`src/hdl/pin_report_message_parser_core_defines.svh`:
```
// Assertion macros for the pin report message parser.
// Included by RTL files that carry concurrent checks; no other dependencies.
`ifndef PIN_REPORT_MESSAGE_PARSER_CORE_DEFINES_SVH
`define PIN_REPORT_MESSAGE_PARSER_CORE_DEFINES_SVH
`ifndef SYNTHESIS
`define PRMP_ASSERT_IMPL(label, clk, rst, prop, msg) \
   label: assert property (@(posedge clk) disable iff (rst) prop) else $error(msg);
`define PRMP_ASSERT_NEVER(label, clk, rst, cond, msg) \
   label: assert property (@(posedge clk) disable iff (rst) !(cond)) else $error(msg);
`else
`define PRMP_ASSERT_IMPL(label, clk, rst, prop, msg)
`define PRMP_ASSERT_NEVER(label, clk, rst, cond, msg)
`endif
`endif

```
`src/hdl/prmp_pkg.sv`:
```
// Shared types and constants for the pin report message parser.
// No dependencies; used by prmp_pair_eval and pin_report_message_parser_core.
package prmp_pkg;

   localparam int NUM_PORTS_P     = 16;
   localparam int BITS_PER_PORT_P = 16;
   localparam int MAX_PINS        = 64;

   // effective key limits (the result fields cap them at 64 / 16 / 16)
   localparam int PinLimit  = (MAX_PINS < 64) ? MAX_PINS : 64;
   localparam int PortLimit = (NUM_PORTS_P < 16) ? NUM_PORTS_P : 16;
   localparam int BitLimit  = (BITS_PER_PORT_P < 16) ? BITS_PER_PORT_P : 16;

   localparam logic [7:0] CH_OPEN  = 8'h7B; // {
   localparam logic [7:0] CH_CLOSE = 8'h7D; // }
   localparam logic [7:0] CH_COMMA = 8'h2C;
   localparam logic [7:0] CH_COLON = 8'h3A;
   localparam logic [7:0] CH_ZERO  = 8'h30;
   localparam logic [7:0] CH_NINE  = 8'h39;
   localparam logic [7:0] CH_LA    = 8'h61;
   localparam logic [7:0] CH_LF    = 8'h66;
   localparam logic [7:0] CH_UA    = 8'h41;
   localparam logic [7:0] CH_UF    = 8'h46;

   localparam logic [2:0] ERR_OK        = 3'd0;
   localparam logic [2:0] ERR_NO_CLOSE  = 3'd1;
   localparam logic [2:0] ERR_NO_COLON  = 3'd2;
   localparam logic [2:0] ERR_KEY_RANGE = 3'd3;
   localparam logic [2:0] ERR_IGNORED   = 3'd4;

   localparam logic [1:0] CSR_EVENT   = 2'd0;
   localparam logic [1:0] CSR_SERVICE = 2'd1;
   localparam logic [1:0] CSR_MAP_TAG = 2'd2;
   localparam logic [1:0] CSR_ANA_TAG = 2'd3;

   typedef enum logic [1:0] {
      MODE_NONE,
      MODE_ANALOG,
      MODE_MAP
   } mode_type;

   typedef struct packed {
      logic [7:0]  key_acc;
      logic [15:0] value_acc;
      logic        saw_colon;
      logic        number_stopped;
      logic        value_over;
      logic        token_open;
   } pair_type;

   typedef struct packed {
      logic        has_entry;
      logic        kind;
      logic [5:0]  pin;
      logic [15:0] pin_value;
      logic [3:0]  port;
      logic [3:0]  bit_index;
      logic        list_end;
      logic [2:0]  error;
   } rsp_type;

endpackage

```
`src/hdl/prmp_pair_eval.sv`:
```
// Closes a pending key:value pair and forms its response.
// Depends on prmp_pkg.
module prmp_pair_eval (
   input  prmp_pkg::mode_type mode,
   input  prmp_pkg::pair_type pair,
   input  logic [7:0]         pair_count,
   output prmp_pkg::rsp_type  rsp
);

   logic [4:0] bit_idx;

   // floor log2 of the mask; a mask past 16 bits counts as 16
   always_comb begin
      bit_idx = 5'd0;
      for (int i = 1; i < 16; i++) begin
         if (pair.value_acc[i]) bit_idx = 5'(i);
      end
      if (pair.value_over) bit_idx = 5'd16;
   end

   always_comb begin
      rsp      = '0;
      rsp.kind = (mode == prmp_pkg::MODE_MAP);
      if (!pair.saw_colon) begin
         rsp.error = prmp_pkg::ERR_NO_COLON;
      end else if (mode == prmp_pkg::MODE_ANALOG) begin
         if (9'(pair.key_acc) >= 9'(prmp_pkg::PinLimit)) begin
            rsp.error = prmp_pkg::ERR_KEY_RANGE;
         end else begin
            rsp.has_entry = 1'b1;
            rsp.pin       = pair.key_acc[5:0];
            rsp.pin_value = pair.value_acc;
         end
      end else begin
         if (9'(pair.key_acc) >= 9'(prmp_pkg::PortLimit) ||
             bit_idx >= 5'(prmp_pkg::BitLimit) ||
             9'(pair_count) >= 9'(prmp_pkg::PinLimit)) begin
            rsp.error = prmp_pkg::ERR_KEY_RANGE;
         end else begin
            rsp.has_entry = 1'b1;
            rsp.pin       = pair_count[5:0];
            rsp.port      = pair.key_acc[3:0];
            rsp.bit_index = bit_idx[3:0];
         end
      end
   end

endmodule

```
`src/hdl/pin_report_message_parser_core.sv`:
```
// Pin report message parser top level: header check, pair parsing, response register.
// Depends on prmp_pkg, prmp_pair_eval and pin_report_message_parser_core_defines.svh.
//
//   channel   dir  handshake          payload
//   req_      in   tvalid/tready      tdata = ch, tlast = last of message
//   rsp_      out  tvalid/tready      tdata = pin..bit_index, tuser = flags, tlast = list_end
//   csr_      in   we                 addr = register index, wdata = value
//
// One character per cycle while req_tready is high; each request updates the parse state in the cycle it is accepted.
// A response is registered in the cycle after its request is accepted and sits in a single output register.
// req_tready stays high while that register is empty or being drained.
// Synchronous active-high reset restores all registers but rsp_ff and returns to header position zero.
`include "pin_report_message_parser_core_defines.svh"
module pin_report_message_parser_core (
   input  logic        clock,
   input  logic        reset,
   input  logic        req_tvalid,
   output logic        req_tready,
   input  logic [7:0]  req_tdata,   // [7:0] ch
   input  logic        req_tlast,
   output logic        rsp_tvalid,
   input  logic        rsp_tready,
   output logic [31:0] rsp_tdata,   // [5:0] pin, [21:6] pin_value, [25:22] port,
                                    // [29:26] bit_index, [31:30] zero
   output logic [4:0]  rsp_tuser,   // [0] has_entry, [1] kind, [4:2] error
   output logic        rsp_tlast,
   input  logic        csr_we,
   input  logic [1:0]  csr_addr,
   input  logic [7:0]  csr_wdata
);

   typedef enum logic [2:0] {
      PH_HDR0,
      PH_HDR1,
      PH_HDR2,
      PH_HDR3,
      PH_SEEK,
      PH_LIST,
      PH_DONE,
      PH_IGNORE
   } phase_type;

   phase_type          phase_ff, phase_in;
   prmp_pkg::mode_type mode_ff, mode_in;
   prmp_pkg::pair_type pair_ff, pair_in;
   logic [7:0]         pair_count_ff, pair_count_in;
   logic [7:0]         event_char_ff, service_char_ff, map_tag_ff, ana_tag_ff;
   prmp_pkg::rsp_type  rsp_ff, rsp_in, pair_rsp;
   logic               rsp_valid_ff, rsp_fire;
   logic               accept;

   logic [7:0]  ch;
   logic        is_dec;
   logic [3:0]  dec_val;
   logic        is_hex;
   logic [3:0]  hex_val;
   logic [11:0] key_mac;
   logic [19:0] val_mac;

   assign ch         = req_tdata;
   assign req_tready = !rsp_valid_ff || rsp_tready;
   assign accept     = req_tvalid && req_tready;

   assign is_dec  = (ch >= prmp_pkg::CH_ZERO) && (ch <= prmp_pkg::CH_NINE);
   assign dec_val = 4'(ch - prmp_pkg::CH_ZERO);
   assign key_mac = 12'(pair_ff.key_acc) * 12'd10 + 12'(dec_val);
   assign val_mac = 20'(pair_ff.value_acc) * 20'd10 + 20'(dec_val);

   always_comb begin
      is_hex  = 1'b1;
      hex_val = dec_val;
      if (ch >= prmp_pkg::CH_LA && ch <= prmp_pkg::CH_LF) begin
         hex_val = 4'(ch - prmp_pkg::CH_LA + 8'd10);
      end else if (ch >= prmp_pkg::CH_UA && ch <= prmp_pkg::CH_UF) begin
         hex_val = 4'(ch - prmp_pkg::CH_UA + 8'd10);
      end else if (!is_dec) begin
         is_hex = 1'b0;
      end
   end

   prmp_pair_eval u_pair_eval (
      .mode       (mode_ff),
      .pair       (pair_ff),
      .pair_count (pair_count_ff),
      .rsp        (pair_rsp)
   );

   always_comb begin
      phase_in      = phase_ff;
      mode_in       = mode_ff;
      pair_in       = pair_ff;
      pair_count_in = pair_count_ff;
      rsp_in        = '0;
      rsp_fire      = 1'b0;

      unique case (phase_ff)
         PH_HDR0: phase_in = (ch == event_char_ff) ? PH_HDR1 : PH_IGNORE;
         PH_HDR1: phase_in = (ch == service_char_ff) ? PH_HDR2 : PH_IGNORE;
         PH_HDR2: phase_in = PH_HDR3;
         PH_HDR3: begin
            if (ch == map_tag_ff) begin
               mode_in  = prmp_pkg::MODE_MAP;
               phase_in = PH_SEEK;
            end else if (ch == ana_tag_ff) begin
               mode_in  = prmp_pkg::MODE_ANALOG;
               phase_in = PH_SEEK;
            end else begin
               phase_in = PH_IGNORE;
            end
         end
         PH_SEEK: begin
            if (ch == prmp_pkg::CH_OPEN) begin
               phase_in = PH_LIST;
               pair_in  = '0;
            end
         end
         PH_LIST: begin
            if (ch == prmp_pkg::CH_COMMA || ch == prmp_pkg::CH_CLOSE) begin
               if (pair_ff.token_open) begin
                  rsp_in  = pair_rsp;
                  pair_in = '0;
                  if (mode_ff == prmp_pkg::MODE_MAP && pair_count_ff != 8'hFF) begin
                     pair_count_in = pair_count_ff + 8'd1;
                  end
                  rsp_fire = 1'b1;
               end else begin
                  rsp_in.kind = (mode_ff == prmp_pkg::MODE_MAP);
               end
               if (ch == prmp_pkg::CH_CLOSE) begin
                  rsp_in.list_end = 1'b1;
                  rsp_fire        = 1'b1;
                  phase_in        = PH_DONE;
               end
            end else if (ch == prmp_pkg::CH_COLON) begin
               pair_in.token_open = 1'b1;
               if (!pair_ff.saw_colon) begin
                  pair_in.saw_colon      = 1'b1;
                  pair_in.number_stopped = 1'b0;
                  pair_in.value_acc      = '0;
                  pair_in.value_over     = 1'b0;
               end else begin
                  pair_in.number_stopped = 1'b1;
               end
            end else begin
               pair_in.token_open = 1'b1;
               if (!pair_ff.number_stopped) begin
                  if (!pair_ff.saw_colon) begin
                     if (is_dec) begin
                        pair_in.key_acc = (key_mac > 12'd255) ? 8'hFF : key_mac[7:0];
                     end else begin
                        pair_in.number_stopped = 1'b1;
                     end
                  end else if (mode_ff == prmp_pkg::MODE_ANALOG) begin
                     if (is_dec) begin
                        pair_in.value_acc = (val_mac > 20'd65535) ? 16'hFFFF : val_mac[15:0];
                     end else begin
                        pair_in.number_stopped = 1'b1;
                     end
                  end else begin
                     if (!is_hex) begin
                        pair_in.number_stopped = 1'b1;
                     end else if (pair_ff.value_over || pair_ff.value_acc > 16'h0FFF) begin
                        pair_in.value_over = 1'b1;
                        pair_in.value_acc  = 16'hFFFF;
                     end else begin
                        pair_in.value_acc = {pair_ff.value_acc[11:0], hex_val};
                     end
                  end
               end
            end
         end
         PH_DONE, PH_IGNORE: ;
         default: ;
      endcase

      if (req_tlast) begin
         if (phase_in == PH_SEEK || phase_in == PH_LIST) begin
            rsp_in       = '0;
            rsp_in.error = prmp_pkg::ERR_NO_CLOSE;
            rsp_fire     = 1'b1;
         end else if (phase_in != PH_DONE) begin
            rsp_in       = '0;
            rsp_in.error = prmp_pkg::ERR_IGNORED;
            rsp_fire     = 1'b1;
         end
         phase_in      = PH_HDR0;
         mode_in       = prmp_pkg::MODE_NONE;
         pair_count_in = '0;
         pair_in       = '0;
      end
   end

   always_ff @(posedge clock) begin
      if (reset) begin
         phase_ff        <= PH_HDR0;
         mode_ff         <= prmp_pkg::MODE_NONE;
         pair_ff         <= '0;
         pair_count_ff   <= '0;
         rsp_valid_ff    <= 1'b0;
         event_char_ff   <= 8'd64;
         service_char_ff <= 8'd73;
         map_tag_ff      <= 8'd77;
         ana_tag_ff      <= 8'd97;
      end else begin
         if (csr_we) begin
            unique case (csr_addr)
               prmp_pkg::CSR_EVENT:   event_char_ff   <= csr_wdata;
               prmp_pkg::CSR_SERVICE: service_char_ff <= csr_wdata;
               prmp_pkg::CSR_MAP_TAG: map_tag_ff      <= csr_wdata;
               prmp_pkg::CSR_ANA_TAG: ana_tag_ff      <= csr_wdata;
               default: ;
            endcase
         end
         rsp_valid_ff <= (accept && rsp_fire) || (rsp_valid_ff && !rsp_tready);
         if (accept) begin
            phase_ff      <= phase_in;
            mode_ff       <= mode_in;
            pair_ff       <= pair_in;
            pair_count_ff <= pair_count_in;
         end
      end
   end

   always_ff @(posedge clock) begin
      if (accept && rsp_fire) begin
         rsp_ff <= rsp_in;
      end
   end

   assign rsp_tvalid = rsp_valid_ff;
   assign rsp_tdata  = {2'b00, rsp_ff.bit_index, rsp_ff.port, rsp_ff.pin_value, rsp_ff.pin};
   assign rsp_tuser  = {rsp_ff.error, rsp_ff.kind, rsp_ff.has_entry};
   assign rsp_tlast  = rsp_ff.list_end;

   `PRMP_ASSERT_IMPL(a_entry_no_error, clock, reset,
      rsp_valid_ff && rsp_ff.has_entry |-> rsp_ff.error == prmp_pkg::ERR_OK,
      "parsed entry carries an error code")
   `PRMP_ASSERT_IMPL(a_list_end_ok, clock, reset,
      rsp_valid_ff && rsp_ff.list_end |-> rsp_ff.error == prmp_pkg::ERR_OK ||
      rsp_ff.error == prmp_pkg::ERR_NO_COLON || rsp_ff.error == prmp_pkg::ERR_KEY_RANGE,
      "list end response with message-level error")
   `PRMP_ASSERT_IMPL(a_msg_restart, clock, reset,
      accept && req_tlast |=> phase_ff == PH_HDR0 && pair_count_ff == 8'd0 &&
      mode_ff == prmp_pkg::MODE_NONE,
      "parser did not return to header after last character")
   `PRMP_ASSERT_NEVER(a_list_needs_mode, clock, reset,
      (phase_ff == PH_SEEK || phase_ff == PH_LIST || phase_ff == PH_DONE) &&
      mode_ff == prmp_pkg::MODE_NONE,
      "pair list reached without a mode")
   `PRMP_ASSERT_IMPL(a_hold_stalled, clock, reset,
      rsp_valid_ff && !rsp_tready |=> rsp_valid_ff && $stable(rsp_ff),
      "stalled response changed")

endmodule

```
`config.mk`:
```
export PLATFORM = sky130hd
export DESIGN_NAME = pin_report_message_parser_core
export DESIGN_NICKNAME = d
export VERILOG_FILES = /design/src/hdl/prmp_pkg.sv /design/src/hdl/prmp_pair_eval.sv /design/src/hdl/pin_report_message_parser_core.sv
export VERILOG_INCLUDE_DIRS = /design/src /design/src/hdl
export SDC_FILE = /design/constraint.sdc
export NUM_CORES = 1
export LEC_CHECK = 0
export BUFFER_PORTS_ARGS = -buffer_cell sky130_fd_sc_hd__buf_2
export CAP_MARGIN = 0
export CORE_ASPECT_RATIO = 2
export CORE_UTILIZATION = 50
export CTS_CLUSTER_DIAMETER = 60
export CTS_CLUSTER_SIZE = 28
export DETAILED_ROUTE_END_ITERATION = 6
export PLACE_DENSITY = 0.77
export SETUP_SLACK_MARGIN = 0.15
export SLEW_MARGIN = 20
export SYNTH_ARGS = -nofsm -noshare
export SYNTH_HDL_FRONTEND = slang
export SYNTH_SLANG_ARGS = --single-unit
```
`constraint.sdc`:
```
create_clock -name clock -period 6.1 [get_ports clock]
set_input_delay 0.61 -clock clock [delete_from_list [all_inputs] [get_ports clock]]
set_output_delay 0.61 -clock clock [all_outputs]
set_load 0.02 [all_outputs]
```
==> run_results.csv <==
group,metric,value,unit
pwr,combPwrFrac,0.101,
cts,cts_made_buffers,9,
floorplan,start_util,0.5141,
yosys,syn_area_per_cell,8.903,sq um
sta,grt_setup_unrepaired,"no",
yosys,synth_top_family_by_area,"simple AND/OR/NAND/NOR gates",
layout,regArea,2562,sq um
routing,wl,16.86,mm
yosys,synth-seq-cells,110,
critical_path,reg2reg_from,"pair_ff[7]$_SDFFE_PP0P_",
layout,fillers,1267,
layout,multi_input_area,4295,sq um
sta,post-route-period-util,0.6358,
routing,route.detailed.drc,0,
critical_path,reg2reg_to,"pair_ff[7]$_SDFFE_PP0P_",
yosys,yosysWarnings,0,
sta,hold_viol_final,0,
pwr,seqPwrFrac,0.520,
layout,final_core_util,0.5625,
layout,fin_nets,921,
floorplan,die_w,86.50,um
cts,clk_latency,0.35,ns
cts,clock-sinks,110,
critical_path,reg2reg_slack,2.22,ns
pwr,netSwitchingFraction,0.2430,
floorplan,ios,64,
yosys,synth-edff-count,36,
yosys,async_flop_share,0,
yosys,synth.area.mux_share,0.01963,
yosys,seq_area_frac_synth,0.3589,
yosys,synth_simple_gate_area_frac,0.2236,
grt,grt_first_pass_wirelength,26.92,mm
layout,final_area,7814,sq um
placed_design,dp.cells,1019,
yosys,synth_fa_ha_area_frac,0.1023,
yosys,synth-compound-area-share,0.1661,
routing,vias_per_cell,5.734,
cts,cts_tree,"built",
layout,drive_gt1_frac,0.1194,
critical_path,cp_max_fo,14,
sta,relSlewSlack,0.3737,
grt,antenna_found_initial,0,
routing,ant_nets,0,
critical_path,r2r.worst_path.cells,12,
yosys,synthDistinctLibCells,77,
grt,overflow,0,
cts,cts_setup_buffers,0,
sta,worst_pin_slew,0.9373,ns
critical_path,cp-end-kind,"register",
layout,final_common_cell,"nand2_1",
routing,drtIter0Drc,294,
yosys,synth_largest_area_cell,"dfxtp_1",
routing,dr.pass1.iters,5,
pwr,p_leak,3.216,nW
placed_design,gp_congestion,0.8772,
yosys,syn-instance-count,802,
placed_design,post-dp-hpwl,12.76,mm
layout,n_antenna_cell,0,
sta,fmax,0.2578,GHz
grt,grt_max_degree,55,
grt,gr-usage-all-layers,0.2357,
hold_path,hold_start,"map_tag_ff[1]$_SDFFE_PP0P_",
yosys,synth_xor_area_frac,0.08779,
floorplan,design.core.area,13890,sq um
pwr,p_sw,0.3693,mW
yosys,synth_area_leaders,"dfxtp_1, edfxtp_1, ha_1",
pwr,p_int,1.151,mW
placed_design,io_buffers,61,
grt,grt_pass1_vias,5663,
status,status,"finished, final reports clean",
pwr,p_per_area,194.5,nW/um^2
placed_design,placed_area,7527,sq um
routing,num_vias,5935,
cts,clk_pin_slew,0.07,ns
layout,area_growth,9.427,%
hold_path,hold_depth,2,
yosys,synth_area,7141,sq um
floorplan,die_y,171.0,um
layout,final_cell_mix,"nand2_1, dfxtp_1, nor2_1",
yosys,synthFlopType,"dfxtp_1",
critical_path,crit_type,"register to register",
sta,fin_crit,3.879,ns
sta,fin_skew,0.004075,ns
pwr,clockPowerShare,0.379,
layout,final_cells,1035,
critical_path,arrival,4.13,ns
critical_path,critPathRequiredTime,6.35,ns
floorplan,dieArea,14790,sq um
cts,cts_root_buf,"clkbuf_16",
routing,wl_per_cell,16.29,um
cts,cts.htree.levels,3,
sta,layout_setup_ws,2.221,ns
sta,setup_viol_count_final,0,
cts,cts_resized,0,
hold_path,hold_path_class,"register to register",
yosys,synthDominantCellAreaShare,0.2075,
cts,cts_hold_buf,0,
cts,cts_buffer_depth,2,
sta,finalMaxSlewViolations,0,
critical_path,critPathLaunchType,"register",
pwr,ir_drop,0.1371,mV
floorplan,num_rows,61,
pwr,total_power,1.520,mW
job,timing.max_cap.violations,0,
hold_path,hold_path_end,"map_tag_ff[1]$_SDFFE_PP0P_",
sta,fin_hold_ws,0.4675,ns
sta,setup_tns,0,ns
placed_design,dp_slack,2.280,ns
[synthesized netlist by cell type (all sizes together) (2+ instances only)]
| cell type | instances |
|---|---|
| o41ai | 2 |
| dfxtp | 74 |
| or4b | 2 |
| clkbuf | 18 |
| and2 | 24 |
| a21boi | 2 |
| mux2i | 14 |
| nand3b | 9 |
| nand4b | 2 |
| o21ai | 60 |
| buf | 19 |
| a22oi | 9 |
| or3b | 2 |
| nand2 | 90 |
| xnor2 | 50 |
| nor2 | 72 |
| a21oi | 50 |
| or2 | 2 |
| edfxtp | 36 |
| a21o | 11 |
| nor4 | 11 |
| o221a | 2 |
| fa | 4 |
| a211oi | 7 |
| nor4b | 3 |
| o21bai | 10 |
| o31a | 2 |
| nor2b | 14 |
| nand4 | 14 |
| o211ai | 4 |
| nand3 | 16 |
| ha | 52 |
| nand2b | 7 |
| nor3 | 15 |
| xor2 | 19 |
| o21a | 5 |
| a211o | 5 |
| nor3b | 8 |
| or3 | 2 |
| a31o | 2 |
| inv | 28 |
| and3 | 8 |
[registers in the layout, indices dropped and copies added (netlist names)]
name	count
map_tag_ff	8
rsp_tdata	30
pair_count_ff	8
phase_ff	3
rsp_tuser	5
rsp_tlast	1
service_char_ff	8
ana_tag_ff	8
rsp_tvalid	1
pair_ff	28
mode_ff	2
event_char_ff	8
[critical path: stages, from the launching register on]
cell and delay (ns):
dfxtp_1 0.46, ha_1 0.29, ha_1 0.23, fa_1 0.45, a211oi_2 0.31, o21ai_0 0.15
a22oi_1 0.33, nand2_1 0.15, nor4b_4 0.36, xnor3_1 0.26, o21a_2 0.34, nand3b_4 0.19
a32o_1 0.25
[logic make-up after synthesis]
logic type / count (synthesis)
and+or+nand+nor: 304
AOI/OAI and AO/OA: 182
DFF: 110
buffers and inverters: 65
other: 1
adders and majority gates: 56
muxes: 14
xor gates and xnor gates: 70
[how the worst max path moves through the flow]
stage | from | endpoint | cells after the start
floorplan | req_tdata[0] | rsp_tdata[0]$_DFFE_PP_ | 8
global placement | pair_ff[7]$_SDFFE_PP0P_ | pair_ff[7]$_SDFFE_PP0P_ | 12
detailed placement | pair_ff[7]$_SDFFE_PP0P_ | pair_ff[7]$_SDFFE_PP0P_ | 12
CTS | pair_ff[7]$_SDFFE_PP0P_ | pair_ff[7]$_SDFFE_PP0P_ | 12
global route | pair_ff[7]$_SDFFE_PP0P_ | pair_ff[7]$_SDFFE_PP0P_ | 12
finish | pair_ff[7]$_SDFFE_PP0P_ | pair_ff[7]$_SDFFE_PP0P_ | 12
[layout make-up]
class,instances,share of cell area
Inverter,28,0.01345
Timing Repair Buffer,64,0.04195
Tap cell,189,0.03026
Clock inverter,4,0.006405
Sequential cell,110,0.3279
Clock buffer,12,0.03026
Multi-Input combinational cell,628,0.5497
[power groups by stage]
stage / sequential [mW] / clock (mW) / combinational, mW
after global placement: 0.806 / 0 / 0.151
final: 0.790 / 0.577 / 0.153
after floorplan: 0.818 / 0 / 0.0980
after global routing: 0.793 / 0.604 / 0.168
after CTS: 0.790 / 0.580 / 0.154
after detailed placement: 0.807 / 0 / 0.152
[metal layers]
metal	wire, um	up-vias	track usage
met5	0	-	0
met4	768	0	0.1399
met3	464	53	0.01785
met2	9493	162	0.4648
met1	6134	2812	0.2311
li1	-	2908	-
Power figures use the tool's default switching activity.
